--- config.mk ---
export PLATFORM = sky130hd
export DESIGN_NAME = positional_list_insert_delete
export DESIGN_NICKNAME = d
export VERILOG_FILES = /design/src/design/plid_pkg.sv /design/src/design/plid_ctrl.sv /design/src/design/plid_array.sv /design/src/design/positional_list_insert_delete.sv
export SDC_FILE = /design/constraint.sdc
export NUM_CORES = 1
export LEC_CHECK = 0
export ABC_CLOCK_PERIOD_IN_PS = 9490
export BUFFER_PORTS_ARGS = -buffer_cell sky130_fd_sc_hd__buf_2
export CAP_MARGIN = 15
export CELL_PAD_IN_SITES_DETAIL_PLACEMENT = 0
export CELL_PAD_IN_SITES_GLOBAL_PLACEMENT = 1
export CORE_MARGIN = 2
export CORE_UTILIZATION = 50
export CTS_CLUSTER_DIAMETER = 50
export CTS_CLUSTER_SIZE = 20
export DETAILED_ROUTE_END_ITERATION = 8
export GPL_TIMING_DRIVEN = 0
export PLACE_DENSITY_LB_ADDON = 0.1
export REMOVE_ABC_BUFFERS = 1
export SLEW_MARGIN = 20
export SYNTH_ARGS = -nofsm -noshare
export SYNTH_HDL_FRONTEND = slang
export SYNTH_SLANG_ARGS = --single-unit
--- constraint.sdc ---
create_clock -name clk -period 9.49 [get_ports clk]
set_input_delay 0.4745 -clock clk [delete_from_list [all_inputs] [get_ports clk]]
set_output_delay 0.4745 -clock clk [all_outputs]
set_load 0.01 [all_outputs]
--- src/design/plid_pkg.sv ---
package plid_pkg;

	// Default list capacity.
	localparam int DEPTH_DEF = 16;

	// Fixed field widths.
	localparam int CMD_W   = 3;
	localparam int KEY_W   = 32;
	localparam int POS_W   = 8;
	localparam int STAT_W  = 2;
	localparam int COUNT_W = 7;

	// Command codes.
	localparam logic [CMD_W-1:0] CMD_INS_FRONT = 3'd0;
	localparam logic [CMD_W-1:0] CMD_INS_POS   = 3'd1;
	localparam logic [CMD_W-1:0] CMD_INS_BACK  = 3'd2;
	localparam logic [CMD_W-1:0] CMD_DEL_FRONT = 3'd3;
	localparam logic [CMD_W-1:0] CMD_DEL_POS   = 3'd4;
	localparam logic [CMD_W-1:0] CMD_DEL_BACK  = 3'd5;

	// Status codes.
	localparam logic [STAT_W-1:0] ST_OK     = 2'd0;
	localparam logic [STAT_W-1:0] ST_EMPTY  = 2'd1;
	localparam logic [STAT_W-1:0] ST_BADPOS = 2'd2;
	localparam logic [STAT_W-1:0] ST_FULL   = 2'd3;

	// One command beat.
	typedef struct packed {
		logic [CMD_W-1:0]        command;
		logic signed [KEY_W-1:0] key;
		logic [POS_W-1:0]        position;
	} cmd_t;

	// One result beat.
	typedef struct packed {
		logic [STAT_W-1:0]       status;
		logic signed [KEY_W-1:0] removed_key;
		logic [COUNT_W-1:0]      entry_count;
	} res_t;

	// Update strobes from the decoder to the entry array.
	typedef struct packed {
		logic ins;
		logic del;
	} op_t;

endpackage

--- src/design/plid_ctrl.sv ---
module plid_ctrl #(
	parameter int DEPTH = plid_pkg::DEPTH_DEF,
	parameter int LW    = $clog2(DEPTH + 1),
	parameter int IW    = $clog2(DEPTH)
) (
	input  logic                      valid,
	input  plid_pkg::cmd_t            req,
	input  logic [LW-1:0]             len,
	output plid_pkg::op_t             op,
	output logic [IW-1:0]             idx,
	output logic [LW-1:0]             len_nxt,
	output logic [plid_pkg::STAT_W-1:0] status
);
	import plid_pkg::*;

	localparam int CMPW = ((LW > POS_W) ? LW : POS_W) + 1;
	localparam logic [CMPW-1:0] DEPTH_C = CMPW'(DEPTH);

	logic [CMPW-1:0] len_w;
	logic [CMPW-1:0] pos_w;
	logic [CMPW-1:0] idx_w;
	logic            is_ins;
	logic            is_del;

	assign len_w = CMPW'(len);
	assign pos_w = CMPW'(req.position);

	// Decode the command against the current length: status, slot and action.
	always_comb begin
		status = ST_OK;
		idx_w  = '0;
		is_ins = 1'b0;
		is_del = 1'b0;
		unique case (req.command)
			CMD_INS_FRONT, CMD_INS_BACK: begin
				idx_w = (req.command == CMD_INS_FRONT) ? '0 : len_w;
				if (len_w >= DEPTH_C) status = ST_FULL;
				else is_ins = 1'b1;
			end
			CMD_INS_POS: begin
				idx_w = pos_w - CMPW'(1);
				if (len_w == '0) status = ST_EMPTY;
				else if (pos_w == '0 || pos_w > len_w + CMPW'(1)) status = ST_BADPOS;
				else if (len_w >= DEPTH_C) status = ST_FULL;
				else is_ins = 1'b1;
			end
			CMD_DEL_FRONT, CMD_DEL_BACK: begin
				idx_w = (req.command == CMD_DEL_FRONT) ? '0 : len_w - CMPW'(1);
				if (len_w == '0) status = ST_EMPTY;
				else is_del = 1'b1;
			end
			CMD_DEL_POS: begin
				idx_w = pos_w - CMPW'(1);
				if (len_w == '0) status = ST_EMPTY;
				else if (pos_w == '0 || pos_w > len_w) status = ST_BADPOS;
				else is_del = 1'b1;
			end
			default: begin
				status = ST_OK;
			end
		endcase
	end

	// Gate the actions with the stage valid and work out the new length.
	assign op.ins  = valid & is_ins;
	assign op.del  = valid & is_del;
	assign idx     = idx_w[IW-1:0];
	assign len_nxt = is_ins ? len + LW'(1) : (is_del ? len - LW'(1) : len);

endmodule

--- src/design/plid_array.sv ---
module plid_array #(
	parameter int DEPTH = plid_pkg::DEPTH_DEF,
	parameter int IW    = $clog2(DEPTH)
) (
	input  logic                           clk,
	input  plid_pkg::op_t                  op,
	input  logic [IW-1:0]                  idx,
	input  logic signed [plid_pkg::KEY_W-1:0] wr_key,
	output logic signed [plid_pkg::KEY_W-1:0] rd_key
);
	import plid_pkg::*;

	logic signed [KEY_W-1:0] ent_q [DEPTH];

	// Key at the addressed slot, taken by a delete.
	assign rd_key = ent_q[idx];

	// Each slot loads from its neighbour, the new key, or holds.
	for (genvar i = 0; i < DEPTH; i++) begin : g_slot
		logic signed [KEY_W-1:0] nxt;
		logic signed [KEY_W-1:0] prev_v;
		logic signed [KEY_W-1:0] next_v;

		if (i == 0) begin : g_first
			assign prev_v = ent_q[i];
		end else begin : g_prev
			assign prev_v = ent_q[i-1];
		end

		if (i == DEPTH - 1) begin : g_last
			assign next_v = ent_q[i];
		end else begin : g_next
			assign next_v = ent_q[i+1];
		end

		always_comb begin
			nxt = ent_q[i];
			if (op.ins) begin
				if (IW'(i) == idx) nxt = wr_key;
				else if (IW'(i) > idx) nxt = prev_v;
			end else if (op.del) begin
				if (IW'(i) >= idx) nxt = next_v;
			end
		end

		always_ff @(posedge clk) begin
			ent_q[i] <= nxt;
		end
	end

endmodule

--- src/design/positional_list_insert_delete.sv ---
// A command taken into the command register gives its result, marked by done,
// from the result register. Commands are taken only while busy is low.
// Throughput: one command per cycle; every slot shifts through its own mux, so
// the whole update finishes between the command register and the result register.
// Reset (arst_n low, asynchronous) empties the list, drops pending beats and holds
// busy high through reset and the cycle after release; the receiver cannot stall results.
module positional_list_insert_delete #(
	parameter int DEPTH = plid_pkg::DEPTH_DEF
) (
	input  logic             clk,
	input  logic             arst_n,
	input  logic             start,
	output logic             busy,
	input  plid_pkg::cmd_t   req,
	output logic             done,
	output plid_pkg::res_t   result
);
	import plid_pkg::*;

	localparam int LW = $clog2(DEPTH + 1);
	localparam int IW = $clog2(DEPTH);

	logic                    busy_q;
	logic                    valid_s1;
	cmd_t                    req_s1;
	logic [LW-1:0]           length_q;
	logic [LW-1:0]           len_nxt;
	op_t                     op;
	logic [IW-1:0]           idx;
	logic [STAT_W-1:0]       status;
	logic signed [KEY_W-1:0] rd_key;
	logic                    done_q;
	res_t                    result_q;

	// Busy while reset is asserted and in the cycle after reset is released.
	always_ff @(posedge clk or negedge arst_n) begin
		if (!arst_n) busy_q <= 1'b1;
		else busy_q <= 1'b0;
	end
	assign busy = busy_q;

	// Command register.
	always_ff @(posedge clk or negedge arst_n) begin
		if (!arst_n) valid_s1 <= 1'b0;
		else valid_s1 <= start & ~busy_q;
	end

	always_ff @(posedge clk) begin
		if (start && !busy_q) req_s1 <= req;
	end

	plid_ctrl #(.DEPTH(DEPTH), .LW(LW), .IW(IW)) u_ctrl (
		.valid   (valid_s1),
		.req     (req_s1),
		.len     (length_q),
		.op      (op),
		.idx     (idx),
		.len_nxt (len_nxt),
		.status  (status)
	);

	plid_array #(.DEPTH(DEPTH), .IW(IW)) u_array (
		.clk    (clk),
		.op     (op),
		.idx    (idx),
		.wr_key (req_s1.key),
		.rd_key (rd_key)
	);

	// Entry count follows every accepted command.
	always_ff @(posedge clk or negedge arst_n) begin
		if (!arst_n) length_q <= '0;
		else if (valid_s1) length_q <= len_nxt;
	end

	// Result register.
	always_ff @(posedge clk or negedge arst_n) begin
		if (!arst_n) done_q <= 1'b0;
		else done_q <= valid_s1;
	end

	always_ff @(posedge clk) begin
		if (valid_s1) begin
			result_q.status      <= status;
			result_q.removed_key <= op.del ? rd_key : '0;
			result_q.entry_count <= COUNT_W'(len_nxt);
		end
	end

	assign done   = done_q;
	assign result = result_q;

	// Checks on the list control.
	a_done_follows: assert property (@(posedge clk) disable iff (!arst_n)
		valid_s1 |=> done_q)
		else $error("command beat produced no result beat");

	a_len_bound: assert property (@(posedge clk) disable iff (!arst_n)
		length_q <= LW'(DEPTH))
		else $error("entry count beyond capacity");

	a_op_excl: assert property (@(posedge clk) disable iff (!arst_n)
		!(op.ins && op.del))
		else $error("insert and delete in the same cycle");

	a_err_no_key: assert property (@(posedge clk) disable iff (!arst_n)
		(done_q && result_q.status != ST_OK) |-> (result_q.removed_key == '0))
		else $error("removed key reported on a failed command");

	a_count_step: assert property (@(posedge clk) disable iff (!arst_n)
		valid_s1 |=> (result_q.entry_count == COUNT_W'(length_q)))
		else $error("reported count differs from the stored length");

endmodule
==> results.json <==
{
  "status": "finished clean",
  "synthTopCellsByArea": "edfxtp_1, mux2i_1, nand2_1",
  "dpl.cell_count": 3973,
  "routabilityCongestion": 0.785,
  "cp.depth": 14,
  "rr_worst_depth": 14,
  "p_leak_nw": 14.2,
  "grt_pass1_vias": 25900,
  "min_path_cells": 1,
  "path_buf_inv": 5,
  "critPathMaxStageDelay_ns": 0.73,
  "numClockSinks": 602,
  "first_pass_iters": 5,
  "ys_seq_area_frac": 0.542,
  "clock_skew_ns": 0.0270,
  "whs_ns": 0.0205,
  "async_reset_ff_frac": 0.0133,
  "synth_enable_flop_cells": 594,
  "nets": 3258,
  "row_count": 94,
  "internal-power_mw": 5.53,
  "clk_pin_slew_ns": 0.06,
  "crit_slowest_cell": "or4_4",
  "hold_viol_final": 0,
  "crit_fanout": 126,
  "min_period_over_period": 0.579,
  "synth_area_per_cell_um2": 10.5,
  "endpoint_kind": "flop",
  "post_drt_wl_per_cell_um": 26.0,
  "grt_max_degree": 127,
  "peakVddDrop_mv": 0.198,
  "grt_pass1_wl_um": 161000,
  "worst_pin_slew_ns": 1.11,
  "hold_path.class": "input port to flop",
  "die_area_mm2": 0.0686,
  "finalPower_mw": 7.89,
  "place_area_mm2": 0.0362,
  "maxCapViolCount": 0,
  "cts_buffers": 78,
  "vias": 26600,
  "synthFlopType": "edfxtp_1",
  "finalCriticalPeriod_ns": 5.50,
  "ctsHtreeMaxLevel": 3,
  "drt_iter0_drc": 2964,
  "fin_setup_tns_ns": 0,
  "maxSlewViolCount": 0,
  "cts_tree": "done",
  "grt_overflow": 0,
  "io_buffers": 86,
  "combPwrFrac": 0.200,
  "grt_antenna_before_repair": 0,
  "synth_area_leader_cell": "edfxtp_1",
  "worstPathCellList": "inv_1, nor3_1, xnor2_1, ha_1, nand4_1, o221ai_1, nand2_1, or4_4, buf_16, clkinv_8, buf_16, buf_16, nand2_1, o211ai_1",
  "start_util": 0.505,
  "stdcell_area_mm2": 0.0390,
  "num_antenna_cells": 0,
  "stdcell_count": 4125,
  "relSlewSlack": 0.257,
  "pre_cts_ws_ns": 4.07,
  "path_common_cell": "buf_16",
  "viasPerCell": 6.45,
  "grt_use_total": 0.311,
  "dp_hpwl_um": 70300,
  "sw_frac_of_total": 0.299,
  "crit_arrival_ns": 5.94,
  "yosysWarnings": 0,
  "ys_types": 65,
  "finalWorstSetupSlack_ns": 3.99,
  "syn2layout_area_growth_pct": 17.2,
  "required_ns": 9.93,
  "worst_setup_path_start_kind": "flop",
  "max_freq_ghz": 0.182,
  "p_clk_frac": 0.396,
  "pwr-share-seq": 0.404,
  "path_class": "flop to flop",
  "clockBufferDepth": 3,
  "core_area_mm2": 0.0659,
  "powerDensity_mw_per_mm2": 202,
  "ant_nets": 0,
  "ys_ff_latch": 602,
  "cpLargestDelayFamily": "simple AND/OR/NAND/NOR gates",
  "setup_viol_count_final": 0,
  "clock_latency_ns": 0.63,
  "rsz0062_at_grt": "false",
  "ctsRootBufferMaster": "clkbuf_16",
  "p_switching_mw": 2.36,
  "route.final.wire_length_um": 107000,
  "post-route-util": 0.592,
  "synth_top_area_frac": 0.536,
  "die_w_um": 262,
  "cts_resized": 0,
  "syn_area_mm2": 0.0333,
  "io_pins": 89,
  "die_h_um": 262,
  "route.detailed.drc": 0,
  "layout-drive-gt1-share": 0.142,
  "syn_inst": 3170
}
## state kept, by name, indices dropped and copies added, names as in the netlist
register       flops
u_array.ent_q    512
req_s1            43
result            39
length_q           5
busy               1
done               1
valid_s1           1
## power by group through the flow
stage	clock network, mW	logic (mW)	registers (mW)
floorplan	0	1.16	3.21
global placement	0	1.81	3.26
detailed placement	0	1.55	3.24
CTS	3.17	1.56	3.18
global route	3.27	1.68	3.20
finish	3.12	1.58	3.19
## placed cells by master (no fill, tap or decap), drive strengths merged, types with 10 or more instances in the layout
| cell | count |
|---|---|
| clkbuf | 88 |
| o211ai | 228 |
| ha | 15 |
| clkinv | 20 |
| inv | 27 |
| edfxtp | 594 |
| mux2 | 32 |
| nor2 | 15 |
| nor3 | 10 |
| a32oi | 127 |
| buf | 238 |
| nand2 | 874 |
| nand3 | 239 |
| mux2i | 360 |
| a21oi | 18 |
| o22ai | 35 |
| bufinv | 10 |
| o21ai | 231 |
## path summary, 6_finish.rpt
check / from / to / slack (ns)
setup / recovery: length_q[0] / u_array.ent_q[4][6] / 3.99
hold / removal: req[8] / req_s1[8] / 0.02
setup reg to reg: length_q[0] / u_array.ent_q[4][6] / 3.99
hold reg to reg: u_array.ent_q[15][9] / u_array.ent_q[14][9] / 0.57
max in group asynchronous: arst_n / busy / 9.01
min in group asynchronous: arst_n / length_q[2] / 0.24
## layout make-up
cell class / instances / area (µm²)
fill: 5436 / 26900
tap: 864 / 1080
clock inverter: 56 / 669
sequential: 602 / 18000
inverter: 10 / 52.6
clock buffer: 88 / 2030
multi-input combinational: 2259 / 14000
timing repair buffer: 246 / 3060
## synthesized netlist by cell type, drive strengths merged (2+ instances only)
cell	count
a21oi	18
a22oi	3
ha	15
o22ai	35
nor4	8
nor3b	2
and4bb	2
o21ai	231
clkbuf	156
o21bai	2
edfxtp	594
buf	145
nor3	10
nor2	15
inv	8
dfrtp	7
a31o	2
or3	2
mux2i	360
nand3	239
nand2	874
o31a	4
xor2	2
nor2b	6
a211oi	4
mux2	32
xnor2	9
nand4	4
and3	4
a221o	3
o211ai	228
a32oi	127
clkinv	2
## per-layer routing
| layer | vias to the layer above | wire [µm] | track usage |
|---|---|---|---|
| met5 | - | 0 | 0 |
| met4 | 0 | 3560 | 0.113 |
| met3 | 227 | 8020 | 0.0392 |
| met2 | 1314 | 50500 | 0.504 |
| met1 | 13100 | 45300 | 0.431 |
| li1 | 12000 | - | - |
## logic make-up (layout without fill, tap and decap cells)
group	count (synthesis)	count (layout)	synth area share
buffers and inverters	311	400	0.0442
and+or+nand+nor	1172	1172	0.149
adders and majority gates	15	15	0.00564
xor gates and xnor gates	11	11	0.00290
muxes	392	392	0.119
DFF	602	602	0.542
AOI/OAI and AO/OA	666	666	0.137
other	1	3	0.000113
## timing repair
action / CTS / global route
setup buffers: 0 / 0
hold endpoints to repair: 15 / 0
hold buffers: 8 / 0
setup endpoints to repair: 0 / 0
## worst reg2reg max path: stages (launching register included)
cell and delay [ns]:
dfrtp_1 0.63, inv_1 0.19, nor3_1 0.48, xnor2_1 0.15, ha_1 0.34, nand4_1 0.15
o221ai_1 0.24, nand2_1 0.10, or4_4 0.73, buf_16 0.34, clkinv_8 0.31, buf_16 0.42
buf_16 0.49, nand2_1 0.46, o211ai_1 0.29
Note: power is estimated with default switching activity, not from simulation.
